==> src/design/stuffed_packet_receiver_crc16_defines.svh <==
`ifndef STUFFED_PACKET_RECEIVER_CRC16_DEFINES_SVH
`define STUFFED_PACKET_RECEIVER_CRC16_DEFINES_SVH

// same-cycle implication, checked at every rising clock edge outside reset
`define SPRC_ASSERT_NOW(label, clk, rst, ante, cons) \
   label: assert property (@(posedge clk) disable iff (rst) (ante) |-> (cons)) \
      else $error("stuffed packet receiver: assertion failed");

// next-cycle implication
`define SPRC_ASSERT_NEXT(label, clk, rst, ante, cons) \
   label: assert property (@(posedge clk) disable iff (rst) (ante) |=> (cons)) \
      else $error("stuffed packet receiver: assertion failed");

`endif

==> src/design/sprcrc16_pkg.sv <==
package sprcrc16_pkg;

   localparam int unsigned MaxParamDefault = 1024;

   localparam logic [15:0] TimeoutReset = 16'd100;
   localparam logic [15:0] CrcPoly      = 16'h8005;

   localparam logic [7:0] ByteFf     = 8'hFF;
   localparam logic [7:0] ByteFd     = 8'hFD;
   localparam logic [7:0] ByteZero   = 8'h00;
   localparam logic [7:0] InstStatus = 8'h55;
   localparam logic [23:0] StuffMark = 24'hFFFFFD;

   localparam logic OpByte = 1'b0;
   localparam logic OpTick = 1'b1;

   localparam logic [1:0] KindParam  = 2'd0;
   localparam logic [1:0] KindGood   = 2'd1;
   localparam logic [1:0] KindCrcBad = 2'd2;
   localparam logic [1:0] KindResync = 2'd3;

   localparam int unsigned CsrAddrWidth = 3;
   localparam int unsigned CsrDataWidth = 32;
   localparam logic [CsrAddrWidth-3:0] CsrTimeoutIdx = '0;

   typedef struct packed {
      logic       opcode;
      logic [7:0] rx_byte;
   } req_item_type;

   typedef struct packed {
      logic [1:0]  result_kind;
      logic [7:0]  data_byte;
      logic [9:0]  byte_position;
      logic [7:0]  device_id;
      logic [7:0]  instruction;
      logic [7:0]  error_code;
      logic        is_status;
      logic [10:0] param_count;
      logic        last;
   } rsp_item_type;

   typedef struct packed {
      logic         valid;
      rsp_item_type item;
   } rsp_push_type;

   function automatic logic [15:0] crc16_byte(input logic [15:0] crc, input logic [7:0] b);
      logic [15:0] c;
      c = crc ^ {b, 8'h00};
      for (int k = 0; k < 8; k++) begin
         c = c[15] ? ((c << 1) ^ CrcPoly) : (c << 1);
      end
      return c;
   endfunction

endpackage

==> src/design/sprcrc16_csr.sv <==
module sprcrc16_csr (
   input  logic                                    clock,
   input  logic                                    reset,
   input  logic                                    psel,
   input  logic                                    penable,
   input  logic                                    pwrite,
   input  logic [sprcrc16_pkg::CsrAddrWidth-1:0]   paddr,
   input  logic [sprcrc16_pkg::CsrDataWidth-1:0]   pwdata,
   output logic [sprcrc16_pkg::CsrDataWidth-1:0]   prdata,
   output logic                                    pready,
   output logic [15:0]                             timeout_ms
);

   logic [15:0] timeout_ff;
   logic [15:0] timeout_in;
   logic        hit;

   assign pready = 1'b1;
   assign hit    = (paddr[sprcrc16_pkg::CsrAddrWidth-1:2] == sprcrc16_pkg::CsrTimeoutIdx);

   always_comb begin
      timeout_in = timeout_ff;
      if (psel && penable && pwrite && pready && hit) begin
         timeout_in = pwdata[15:0];
      end
   end

   always_ff @(posedge clock) begin
      if (reset) begin
         timeout_ff <= sprcrc16_pkg::TimeoutReset;
      end else begin
         timeout_ff <= timeout_in;
      end
   end

   assign prdata     = hit ? {{(sprcrc16_pkg::CsrDataWidth-16){1'b0}}, timeout_ff} : '0;
   assign timeout_ms = timeout_ff;

endmodule

==> src/design/sprcrc16_parser.sv <==
`include "stuffed_packet_receiver_crc16_defines.svh"

module sprcrc16_parser #(
   parameter int unsigned MAX_PARAM = sprcrc16_pkg::MaxParamDefault
) (
   input  logic                       clock,
   input  logic                       reset,
   input  logic                       req_valid,
   output logic                       req_ready,
   input  sprcrc16_pkg::req_item_type req_item,
   input  logic [15:0]                timeout_ms,
   input  logic                       space,
   output sprcrc16_pkg::rsp_push_type push
);

   localparam int unsigned PW = $clog2(MAX_PARAM + 1);

   localparam logic [3:0] StH1    = 4'd0;
   localparam logic [3:0] StH2    = 4'd1;
   localparam logic [3:0] StH3    = 4'd2;
   localparam logic [3:0] StRsv   = 4'd3;
   localparam logic [3:0] StId    = 4'd4;
   localparam logic [3:0] StL1    = 4'd5;
   localparam logic [3:0] StL2    = 4'd6;
   localparam logic [3:0] StInst  = 4'd7;
   localparam logic [3:0] StErr   = 4'd8;
   localparam logic [3:0] StParam = 4'd9;
   localparam logic [3:0] StCrcL  = 4'd10;
   localparam logic [3:0] StCrcH  = 4'd11;

   logic                       in_valid_ff, in_valid_in;
   sprcrc16_pkg::req_item_type in_item_ff, in_item_in;
   logic [3:0]                 state_ff, state_in;
   logic [15:0]                crc_ff, crc_in;
   logic [15:0]                len_ff, len_in;
   logic [PW-1:0]              remain_ff, remain_in;
   logic [PW-1:0]              written_ff, written_in;
   logic [7:0]                 id_ff, id_in;
   logic [7:0]                 inst_ff, inst_in;
   logic [7:0]                 err_ff, err_in;
   logic                       status_ff, status_in;
   logic [23:0]                recent_ff, recent_in;
   logic [7:0]                 crc_low_ff, crc_low_in;
   logic [15:0]                idle_ff, idle_in;

   logic          advance;
   logic [7:0]    b;
   logic [3:0]    cur;
   logic [15:0]   crc_next;
   logic [16:0]   need;
   logic [16:0]   len_diff;
   logic [PW-1:0] remain_dec;
   logic          res_valid;
   logic [1:0]    res_kind;
   logic [7:0]    res_data;
   logic [PW-1:0] res_pos;
   logic [PW-1:0] res_count;
   logic [PW+10:0] pos_wide;
   logic [PW+10:0] count_wide;

   assign advance   = in_valid_ff && space;
   assign req_ready = !in_valid_ff || advance;
   assign b         = in_item_ff.rx_byte;
   assign crc_next  = sprcrc16_pkg::crc16_byte(crc_ff, b);
   assign need      = (b == sprcrc16_pkg::InstStatus) ? 17'd4 : 17'd3;
   assign len_diff  = {1'b0, len_ff} - need;
   assign remain_dec = (remain_ff != '0) ? remain_ff - PW'(1) : remain_ff;

   always_comb begin
      in_valid_in = in_valid_ff;
      in_item_in  = in_item_ff;
      if (advance) begin
         in_valid_in = 1'b0;
      end
      if (req_valid && req_ready) begin
         in_valid_in = 1'b1;
         in_item_in  = req_item;
      end
   end

   always_comb begin
      state_in   = state_ff;
      crc_in     = crc_ff;
      len_in     = len_ff;
      remain_in  = remain_ff;
      written_in = written_ff;
      id_in      = id_ff;
      inst_in    = inst_ff;
      err_in     = err_ff;
      status_in  = status_ff;
      recent_in  = recent_ff;
      crc_low_in = crc_low_ff;
      idle_in    = idle_ff;
      res_valid  = 1'b0;
      res_kind   = sprcrc16_pkg::KindParam;
      res_data   = 8'h00;
      res_pos    = '0;
      res_count  = '0;
      cur        = (idle_ff >= timeout_ms) ? StH1 : state_ff;
      if (advance && in_item_ff.opcode == sprcrc16_pkg::OpTick) begin
         if (idle_ff != 16'hFFFF) begin
            idle_in = idle_ff + 16'd1;
         end
      end else if (advance) begin
         idle_in = 16'd0;
         case (cur)
            StH2: begin
               state_in = (b == sprcrc16_pkg::ByteFf) ? StH3 : StH1;
               if (b == sprcrc16_pkg::ByteFf) begin
                  crc_in = crc_next;
               end
            end
            StH3: begin
               state_in = (b == sprcrc16_pkg::ByteFd) ? StRsv : StH1;
               if (b == sprcrc16_pkg::ByteFd) begin
                  crc_in = crc_next;
               end
            end
            StRsv: begin
               state_in = (b == sprcrc16_pkg::ByteZero) ? StId : StH1;
               if (b == sprcrc16_pkg::ByteZero) begin
                  crc_in = crc_next;
               end
            end
            StId: begin
               id_in    = b;
               crc_in   = crc_next;
               state_in = StL1;
            end
            StL1: begin
               len_in   = {8'h00, b};
               crc_in   = crc_next;
               state_in = StL2;
            end
            StL2: begin
               len_in   = {b, len_ff[7:0]};
               crc_in   = crc_next;
               state_in = StInst;
            end
            StInst: begin
               crc_in     = crc_next;
               inst_in    = b;
               err_in     = 8'h00;
               written_in = '0;
               recent_in  = {16'h0000, b};
               status_in  = (b == sprcrc16_pkg::InstStatus);
               if ({1'b0, len_ff} < need || len_diff > 17'(MAX_PARAM)) begin
                  state_in  = StH1;
                  res_valid = 1'b1;
                  res_kind  = sprcrc16_pkg::KindResync;
               end else begin
                  remain_in = len_diff[PW-1:0];
                  if (b == sprcrc16_pkg::InstStatus) begin
                     state_in = StErr;
                  end else begin
                     state_in = (len_diff != '0) ? StParam : StCrcL;
                  end
               end
            end
            StErr: begin
               crc_in    = crc_next;
               err_in    = b;
               recent_in = {recent_ff[15:0], b};
               state_in  = (remain_ff != '0) ? StParam : StCrcL;
            end
            StParam: begin
               crc_in    = crc_next;
               remain_in = remain_dec;
               if (remain_dec == '0) begin
                  state_in = StCrcL;
               end
               if (!(b == sprcrc16_pkg::ByteFd && recent_ff == sprcrc16_pkg::StuffMark)) begin
                  recent_in  = {recent_ff[15:0], b};
                  written_in = written_ff + PW'(1);
                  res_valid  = 1'b1;
                  res_kind   = sprcrc16_pkg::KindParam;
                  res_data   = b;
                  res_pos    = written_ff;
               end
            end
            StCrcL: begin
               crc_low_in = b;
               state_in   = StCrcH;
            end
            StCrcH: begin
               state_in  = StH1;
               res_valid = 1'b1;
               res_kind  = ({b, crc_low_ff} == crc_ff) ? sprcrc16_pkg::KindGood
                                                       : sprcrc16_pkg::KindCrcBad;
               res_count = written_ff;
            end
            default: begin
               if (b == sprcrc16_pkg::ByteFf) begin
                  crc_in   = sprcrc16_pkg::crc16_byte(16'h0000, b);
                  state_in = StH2;
               end else begin
                  state_in = StH1;
               end
            end
         endcase
      end
   end

   assign pos_wide   = {11'b0, res_pos};
   assign count_wide = {11'b0, res_count};

   always_comb begin
      push.valid              = res_valid;
      push.item.result_kind   = res_kind;
      push.item.data_byte     = res_data;
      push.item.byte_position = pos_wide[9:0];
      push.item.device_id     = id_in;
      push.item.instruction   = inst_in;
      push.item.error_code    = status_in ? err_in : 8'h00;
      push.item.is_status     = status_in;
      push.item.param_count   = count_wide[10:0];
      push.item.last          = (res_kind != sprcrc16_pkg::KindParam);
   end

   always_ff @(posedge clock) begin
      if (reset) begin
         in_valid_ff <= 1'b0;
         state_ff    <= StH1;
         crc_ff      <= '0;
         len_ff      <= '0;
         remain_ff   <= '0;
         written_ff  <= '0;
         id_ff       <= '0;
         inst_ff     <= '0;
         err_ff      <= '0;
         status_ff   <= 1'b0;
         recent_ff   <= '0;
         crc_low_ff  <= '0;
         idle_ff     <= '0;
      end else begin
         in_valid_ff <= in_valid_in;
         state_ff    <= state_in;
         crc_ff      <= crc_in;
         len_ff      <= len_in;
         remain_ff   <= remain_in;
         written_ff  <= written_in;
         id_ff       <= id_in;
         inst_ff     <= inst_in;
         err_ff      <= err_in;
         status_ff   <= status_in;
         recent_ff   <= recent_in;
         crc_low_ff  <= crc_low_in;
         idle_ff     <= idle_in;
      end
   end

   always_ff @(posedge clock) begin
      in_item_ff <= in_item_in;
   end

   `SPRC_ASSERT_NEXT(a_stall_holds, clock, reset, in_valid_ff && !advance, in_valid_ff && $stable(in_item_ff))
   `SPRC_ASSERT_NEXT(a_end_to_hunt, clock, reset, advance && push.valid && push.item.last, state_ff == StH1)
   `SPRC_ASSERT_NOW(a_remain_bound, clock, reset, 1'b1, {1'b0, remain_ff} <= (PW+1)'(MAX_PARAM))

endmodule

==> src/design/sprcrc16_outbuf.sv <==
`include "stuffed_packet_receiver_crc16_defines.svh"

module sprcrc16_outbuf (
   input  logic                       clock,
   input  logic                       reset,
   input  sprcrc16_pkg::rsp_push_type push,
   output logic                       space,
   output logic                       rsp_valid,
   input  logic                       rsp_ready,
   output sprcrc16_pkg::rsp_item_type rsp_item
);

   sprcrc16_pkg::rsp_item_type mem_ff [2];
   logic       wr_ptr_ff, wr_ptr_in;
   logic       rd_ptr_ff, rd_ptr_in;
   logic [1:0] count_ff, count_in;
   logic       pop;

   assign space     = (count_ff != 2'd2);
   assign rsp_valid = (count_ff != 2'd0);
   assign rsp_item  = mem_ff[rd_ptr_ff];
   assign pop       = rsp_valid && rsp_ready;

   always_comb begin
      wr_ptr_in = wr_ptr_ff;
      rd_ptr_in = rd_ptr_ff;
      count_in  = count_ff;
      if (push.valid) begin
         wr_ptr_in = !wr_ptr_ff;
      end
      if (pop) begin
         rd_ptr_in = !rd_ptr_ff;
      end
      if (push.valid && !pop) begin
         count_in = count_ff + 2'd1;
      end else if (pop && !push.valid) begin
         count_in = count_ff - 2'd1;
      end
   end

   always_ff @(posedge clock) begin
      if (reset) begin
         wr_ptr_ff <= 1'b0;
         rd_ptr_ff <= 1'b0;
         count_ff  <= 2'd0;
      end else begin
         wr_ptr_ff <= wr_ptr_in;
         rd_ptr_ff <= rd_ptr_in;
         count_ff  <= count_in;
      end
   end

   always_ff @(posedge clock) begin
      if (push.valid) begin
         mem_ff[wr_ptr_ff] <= push.item;
      end
   end

   `SPRC_ASSERT_NOW(a_count_bound, clock, reset, 1'b1, count_ff <= 2'd2)
   `SPRC_ASSERT_NOW(a_no_overflow, clock, reset, push.valid, count_ff != 2'd2)
   `SPRC_ASSERT_NEXT(a_count_grows, clock, reset, push.valid && !pop, count_ff == $past(count_ff) + 2'd1)

endmodule

==> src/design/stuffed_packet_receiver_crc16.sv <==
// Byte-stuffed packet receiver with CRC-16 check.
// req channel: one item per handshake, either a received byte (opcode 0) or a
//   one millisecond tick (opcode 1). Ticks advance the idle counter only.
// rsp channel: one item per parameter byte (destuffed, with its position) and
//   one item with last set at packet end (CRC good, CRC mismatch) or when a
//   bad length forces a resync.
// csr port: APB-style, timeout_ms at byte address 0, reset value 100.
// Result path: an accepted byte waits in the input register, is parsed, and its result
//   is written to the result buffer, which presents it on rsp; a full buffer holds it back.
// Throughput: one item per cycle while the result buffer has space, set by the
//   combinational parse and CRC update from input register to two-entry result buffer.
// Reset: synchronous; parsing restarts at header hunt, the CRC, counters and
//   held packet fields clear, and the result buffer empties.
// Receiver stall: the result buffer holds up to two items; when it is full the
//   input register holds its item and req_ready drops until rsp drains.
module stuffed_packet_receiver_crc16 #(
   parameter int unsigned MAX_PARAM = sprcrc16_pkg::MaxParamDefault
) (
   input  logic                                  clock,
   input  logic                                  reset,
   input  logic                                  req_valid,
   output logic                                  req_ready,
   input  sprcrc16_pkg::req_item_type            req_item,
   output logic                                  rsp_valid,
   input  logic                                  rsp_ready,
   output sprcrc16_pkg::rsp_item_type            rsp_item,
   input  logic                                  psel,
   input  logic                                  penable,
   input  logic                                  pwrite,
   input  logic [sprcrc16_pkg::CsrAddrWidth-1:0] paddr,
   input  logic [sprcrc16_pkg::CsrDataWidth-1:0] pwdata,
   output logic [sprcrc16_pkg::CsrDataWidth-1:0] prdata,
   output logic                                  pready
);

   logic [15:0]                timeout_ms;
   logic                       space;
   sprcrc16_pkg::rsp_push_type push;

   sprcrc16_csr u_csr (
      .clock      (clock),
      .reset      (reset),
      .psel       (psel),
      .penable    (penable),
      .pwrite     (pwrite),
      .paddr      (paddr),
      .pwdata     (pwdata),
      .prdata     (prdata),
      .pready     (pready),
      .timeout_ms (timeout_ms)
   );

   sprcrc16_parser #(
      .MAX_PARAM (MAX_PARAM)
   ) u_parser (
      .clock      (clock),
      .reset      (reset),
      .req_valid  (req_valid),
      .req_ready  (req_ready),
      .req_item   (req_item),
      .timeout_ms (timeout_ms),
      .space      (space),
      .push       (push)
   );

   sprcrc16_outbuf u_outbuf (
      .clock     (clock),
      .reset     (reset),
      .push      (push),
      .space     (space),
      .rsp_valid (rsp_valid),
      .rsp_ready (rsp_ready),
      .rsp_item  (rsp_item)
   );

endmodule

==> config.mk <==
export PLATFORM = sky130hd
export DESIGN_NAME = stuffed_packet_receiver_crc16
export DESIGN_NICKNAME = d
export VERILOG_FILES = /design/src/design/sprcrc16_pkg.sv /design/src/design/sprcrc16_csr.sv /design/src/design/sprcrc16_parser.sv /design/src/design/sprcrc16_outbuf.sv /design/src/design/stuffed_packet_receiver_crc16.sv
export VERILOG_INCLUDE_DIRS = /design/src /design/src/design
export SDC_FILE = /design/constraint.sdc
export NUM_CORES = 1
export LEC_CHECK = 0
export ABC_AREA = 0
export ABC_CLOCK_PERIOD_IN_PS = 12500
export BUFFER_PORTS_ARGS = -buffer_cell sky130_fd_sc_hd__buf_2
export CORE_AREA = 2 2 214 216
export CTS_CLUSTER_DIAMETER = 200
export DETAILED_ROUTE_END_ITERATION = 8
export DIE_AREA = 0 0 216 218
export GPL_ROUTABILITY_DRIVEN = 0
export HOLD_SLACK_MARGIN = 0.02
export PLACE_DENSITY = 0.48
export SYNTH_ARGS = -nofsm -noshare
export SYNTH_HDL_FRONTEND = slang
export SYNTH_SLANG_ARGS = --single-unit
==> constraint.sdc <==
create_clock -name clock -period 12.5 [get_ports clock]
set_input_delay 2.5 -clock clock [delete_from_list [all_inputs] [get_ports clock]]
set_output_delay 2.5 -clock clock [all_outputs]
set_load 0.02 [all_outputs]
== After elaboration in Yosys (flattened, before gate mapping) ==
Memories as Yosys holds them, arrays and structs flattened. A register that Yosys moved wholly into a read port is not among the register bits.
Index checks and enable logic that the tools add are counted.
W data, S select, Z words.
Storage, ports and cells
  input port bits: 51
  memories kept: 1
  RAM bits: 114
  flip-flop bits (word level): 161
Memory list
  u_outbuf.mem_ff: depth 2, bits a word 57, rd ports 1, clocked after memory_dff 1, wr ports 1, line sprcrc16_outbuf.sv:13  | sprcrc16_pkg::rsp_item_type mem_ff [2];
Cells by class
  add/subtract/negate cells: 6
  magnitude comparators: 3
  mux-type cells: 87
  bitwise logic cells: 21
  reductions and logical operators: 41
  equality and inequality tests: 25
Operators by type and width (number)
  $mux W16: 24
  $mux W8: 13
  $pmux W16 S5: 1
  $pmux W24 S3: 1
  $mux W11: 6
  $not A3 Y3: 16
  $pmux W11 S2: 2
  $pmux W4 S11: 1
  $mux W10: 4
  $pmux W16 S2: 1
  $eq A24 B24 Y1 const B: 1
  $mux W24: 1
  $mux W2: 10
  $gt A17 B11 Y1 const B: 1
  $lt A16 B17 Y1: 1
  $reduce_bool A17 Y1: 1
  $sub A16 B17 Y17: 1
  $add A16 B1 Y16 const B: 1
  $eq A16 B16 Y1: 1
  $eq A4 B3 Y1 const B: 4
  $eq A4 B4 Y1 const B: 4
  $eq A8 B8 Y1 const B: 2
  $ge A16 B16 Y1: 1
  $mux W4: 4
  other kinds (32): 81

== Longest topological paths before layout ==
  depth after elaboration: 19
  gate-level depth with buffers: 17
  mapped depth without buffers: 16

== Cells and area by module ==
From an unflattened synthesis, not the netlist that was laid out.
Second synthesis, totals
  cell total of the unflattened synthesis: 1318
  area, all modules: 13370.3 µm²
By module, submodules not included
  sprcrc16_parser: area an instance 8072.7 µm², seq. area each 2912.8 µm², cells an instance 1013, times used 1
  sprcrc16_outbuf: area an instance 4325.4 µm², seq. area each 3523.4 µm², cells an instance 199, times used 1
  sprcrc16_csr: area an instance 972.2 µm², seq. area each 320.3 µm², cells an instance 106, times used 1

== Worst setup path after synthesis ==
OpenSTA, ideal clock, no wires.
  path kind: flip-flop to flip-flop
  from: reg u_parser.in_item_ff (netlist bit u_parser.b[5])
  to: mem u_outbuf.mem_ff[0][0] in the netlist's numbering, enable pin
  clock period less this slack: 7613 ps
  slack: 4887 ps
  required time: 11925 ps
  cell stages (with the launch flop): 14
  arrival: 7038 ps
  path buffers: 1
  cells stage by stage: edfxtp_1 clkbuf_1 inv_1 ha_1 nand4_1 ha_1 fa_1 nor2b_1 o21ai_1 nand4_1 nor4_1 o22ai_1 nand2_1 a311oi_1
Between the ends
  longest elaborated chain between the ends: 11
  elaborated cells on any way between the ends: 15
  those cells by class: add/sub: 1; order compare: 2; eq/ne: 2; mux: 8; reduce/logical: 2
Ends and longest elaborated chain
  from (decl): line sprcrc16_parser.sv:32  | sprcrc16_pkg::req_item_type in_item_ff, in_item_in;
  from (signal assigned): line sprcrc16_parser.sv:253  | in_item_ff <= in_item_in;
  $eq A8 B7 Y1: line sprcrc16_parser.sv:65  | assign need = (b == sprcrc16_pkg::InstStatus) ? 17'd4 : 17'd3;
  $mux W3: line sprcrc16_parser.sv:65
  $sub A16 B17 Y17: line sprcrc16_parser.sv:66  | assign len_diff = {1'b0, len_ff} - need;
  $gt A17 B11 Y1: line sprcrc16_parser.sv:147  | if ({1'b0, len_ff} < need || len_diff > 17'(MAX_PARAM)) begin
  $logic_or A1 B1 Y1: line sprcrc16_parser.sv:147
  $mux W1: line sprcrc16_parser.sv:147
  $pmux W1 S3 (*): line sprcrc16_parser.sv:106  | case (cur)
  $mux W1 (*): line sprcrc16_parser.sv:104  | end else if (advance) begin
  $mux W1 (*): line sprcrc16_parser.sv:100  | if (advance && in_item_ff.opcode == sprcrc16_pkg::OpTick) begin
  $mux W1 (*): line sprcrc16_outbuf.sv:54  | if (push.valid) begin
  $mux W1 (not written as such) (*): line sprcrc16_outbuf.sv:55  | mem_ff[wr_ptr_ff] <= push.item;
  to (decl): line sprcrc16_outbuf.sv:13
Every way passes the cells marked *; elsewhere a longest branch is shown, timed or not.

== Final worst setup path ==
  from: in paddr[2] in the netlist's numbering
  to: out prdata[4] in the netlist's numbering
Between the ends
  longest elaborated chain between the ends: 1
Ends and longest elaborated chain
  from (decl): line stuffed_packet_receiver_crc16.sv:30  | input logic [sprcrc16_pkg::CsrAddrWidth-1:0] paddr,
  $mux W16: line sprcrc16_csr.sv:36  | assign prdata = hit ? {{(sprcrc16_pkg::CsrDataWidth-16){1'b0}}, timeout_ff} : '0;
  to (decl): line stuffed_packet_receiver_crc16.sv:32  | output logic [sprcrc16_pkg::CsrDataWidth-1:0] prdata,
No other way between the ends.

==> impl_results.md <==
- Dpl hpwl: 22,600 um
- Register area share after synthesis: 0.510
- Routing usage on met2: 0.234
- Root buffer cell: clkbuf_16
- Sequential share of power: 0.496
- RSZ-0062 raised after global routing: no
- Htree depth: 1
- WP data required: 10,000 ps
- Final setup vio count: 0
- Initial antenna violation count: 0
- Number of global-route vias before repair: 9,261
- Crit path DAT: 3070 ps
- GR Util met3: 0.0202
- Antenna-violating nets left: 0
- Final setup TNS: 0 ps
- Routed length per instance: 16.9 um
- Worst slew pin tran: 1050 ps
- Pleak: 5.38 nW
- Ys Warns: 0
- Initial DRC Count: 471
- Inst Count DP: 1,910
- VDD IR max: 0.000107 V
- Setup slack, reg-to-reg: 7330 ps
- Vias per std cell: 4.79
- Worst flop-to-flop path endpoint: u_outbuf.count_ff[1]
- Crit start category: input pin
- Cell Count, Final, Fillers Out: 1,968
- Maximum fanout along the worst path: 18
- DRC viols: 0
- CP endpoint: prdata[4]
- Clock sinks: 276
- Max Clock Freq: 180 MHz
- Worst Setup SP: paddr[2]
- Overall global routing resource usage: 0.140
- Critical Path End Type: output port
- Detailed Route WL: 33,300 um
- Worst Reg-to-Reg Cells: 17
- Ports: 143
- Setup repair bufs after CTS: 0
- Worst r2r src: u_parser.b[3]
- Slew margin rel.: 0.298
- Syn-to-layout area delta: 16.1%
- Async set or reset register ratio after synthesis: 0
- Total net switching power: 0.430 mW
- Clock power frac: 0.464
- Top_reg_cell synth: dfxtp_1
- Synth area leaders: edfxtp_1 28%, dfxtp_1 23%, mux2_2 6.0%
- Rows: 78
- Grt peak-use layer: met2
- First-pass GRT wire length: 52,500 um
- Starting Density: 0.295
- Max Slew Vio Count: 0
- Status: finished clean
- Hold Path Class: reg2reg
- Commonest non-fill, non-tap cells in the layout: 152 x dfxtp_1, 131 x nor2_1, 123 x edfxtp_1
- Power Total: 1.90 mW
- Die Y: 218 um
- Die footprint: 47,100 um2
- Clk buf depth: 3
- Core Area: 44,900 um2
- Ant diodes: 0
- Worst-Skew Late Latency: 580 ps
- CTS tree: done
- Switching Fraction: 0.226
- Input/output buffers: 107
- Clock Skew: 18.1 ps
- Total gr overflow: 0
- Syn avg cell area: 10.6 um2
- First-pass detailed-route iteration total: 5
- Power Density: 124 nW/um2
- Final instance area: 15,400 um2
- Distinct cells, synth: 82
- Number of CTS-inserted buffers: 31
- Hold Worst Slack: 452 ps
- Final Hold Vio Count: 0
- #FFs+latches synth: 276
- Fin crit period: 5570 ps
- Crit Path Class: in2out
- Largest net degree at the start of global routing: 58
- Most common cell after layout, fill and taps aside: dfxtp_1
- Met1 usage: 0.192
- Nets: 1,434
- Internal: 1.47 mW
- Most area-hungry cell type in the Yosys netlist: edfxtp_1
- Placed inst area: 14,400 um2
- PostCTS Resize Cnt: 0
- Layout cells sized above 1: 0.202
- Mapped Area: 13,200 um2
- Gate Count Post-Synth: 1,252
- EDFF count, synth: 123
- Die Width: 216 um
- Comb power frac: 0.040
- Synth top area share: 0.279
- Vias: 9,431
- Tcrit/Tclk final: 0.446
- Maxcap violations: 0
- Clock transition at the registers of the reported paths: 60 ps
- CTS Hold Bufs: 0
[area by class of cell]
type,instances,area [um2]
sequential,276,6760
multi-input combinational,858,6010
tap,600,751
fill,4600,29500
timing repair buffer,126,681
clock inverter,20,176
clock buffer,38,812
inverter,50,188
[critical path, stage by stage]
cell	delay (ps)
buf_2	290
nor2_1	100
buf_2	170
[registers in the layout, indices dropped and copies added, names as in the netlist, named ones only]
register              count
u_csr.timeout_ms         16
u_parser.id_ff            8
u_parser.remain_ff       11
u_parser.crc_ff          16
u_parser.err_ff           8
u_parser.inst_ff          8
u_parser.state_ff         4
u_outbuf.wr_ptr_ff        1
u_outbuf.rd_ptr_ff        1
u_parser.b                8
u_parser.in_item_ff       1
u_parser.idle_ff         16
u_parser.written_ff      11
u_outbuf.count_ff         2
u_parser.status_ff        1
u_parser.len_ff          16
u_outbuf.mem_ff         114
u_parser.crc_low_ff       8
u_parser.in_valid_ff      1
u_parser.recent_ff       24
[synth_stat cells, types with 4 or more instances]
cell type / count
nand3_1: 24
nor2b_1: 6
a22oi_1: 16
and2_1: 28
buf_4: 19
clkbuf_1: 58
nor4_1: 13
a21o_1: 5
o21ai_1: 4
xnor2_1: 32
and4_1: 4
o31ai_1: 4
mux2i_1: 38
or4_1: 5
mux2_2: 71
a211oi_1: 7
nand3b_1: 8
and3_1: 19
edfxtp_1: 123
nand2b_1: 11
xor2_1: 30
dfxtp_1: 153
o32ai_1: 5
nor3_1: 26
a31oi_1: 8
a22o_1: 16
ha_1: 39
or3_1: 16
or2_2: 5
o211ai_1: 9
nand2_1: 79
inv_1: 50
nor2_1: 131
nand4_1: 23
a21oi_1: 64
o21ai_0: 34
[worst min path at each step]
stage | from | endpoint | depth (start not counted)
CTS | u_csr.timeout_ms[14] | u_csr.timeout_ms[14] | 2
global route | u_csr.timeout_ms[8] | u_csr.timeout_ms[8] | 2
floorplan | u_csr.timeout_ms[10] | u_csr.timeout_ms[10] | 2
detailed placement | u_csr.timeout_ms[14] | u_csr.timeout_ms[14] | 2
finish | u_csr.timeout_ms[10] | u_csr.timeout_ms[10] | 2
global placement | u_csr.timeout_ms[13] | u_csr.timeout_ms[13] | 2
[cells by family (layout without fill, tap and decap cells)]
logic type,count (synthesis),after routing,share of synthesized area
xor+xnor,66,66,0.0480
fa+ha+maj,40,40,0.0384
compound gates,207,207,0.106
flops,276,276,0.510
other cells,2,17,0.000567
mux,109,109,0.0891
buf+inv,133,234,0.0439
simple gates,419,419,0.163
[per-layer routing]
metal,share of wire,wire (um)
met3,0.040,1320
met5,0,0
met1,0.48,16100
met2,0.46,15400
met4,0.016,531
[power groups by stage]
stage                     Sequential [mW]  Clock (mW)  Combinational [mW]
after CTS                           0.943       0.909              0.0772
after global routing                0.943       0.950              0.0838
after floorplan                     0.960           0              0.0566
final                               0.943       0.882              0.0758
after detailed placement            0.963           0              0.0767
after global placement              0.963           0              0.0763
[stage by stage]
| step | setup WS [ps] | utilization |
|---|---|---|
| final | 6930 | 0.343 |
| after global placement | 6970 | 0.321 |
| after global routing | 6880 | 0.343 |
| after floorplan | 4890 | - |
| after detailed placement | 6940 | 0.321 |
| after CTS | 6930 | 0.343 |
No activity file was read; power rests on OpenSTA's default activity.
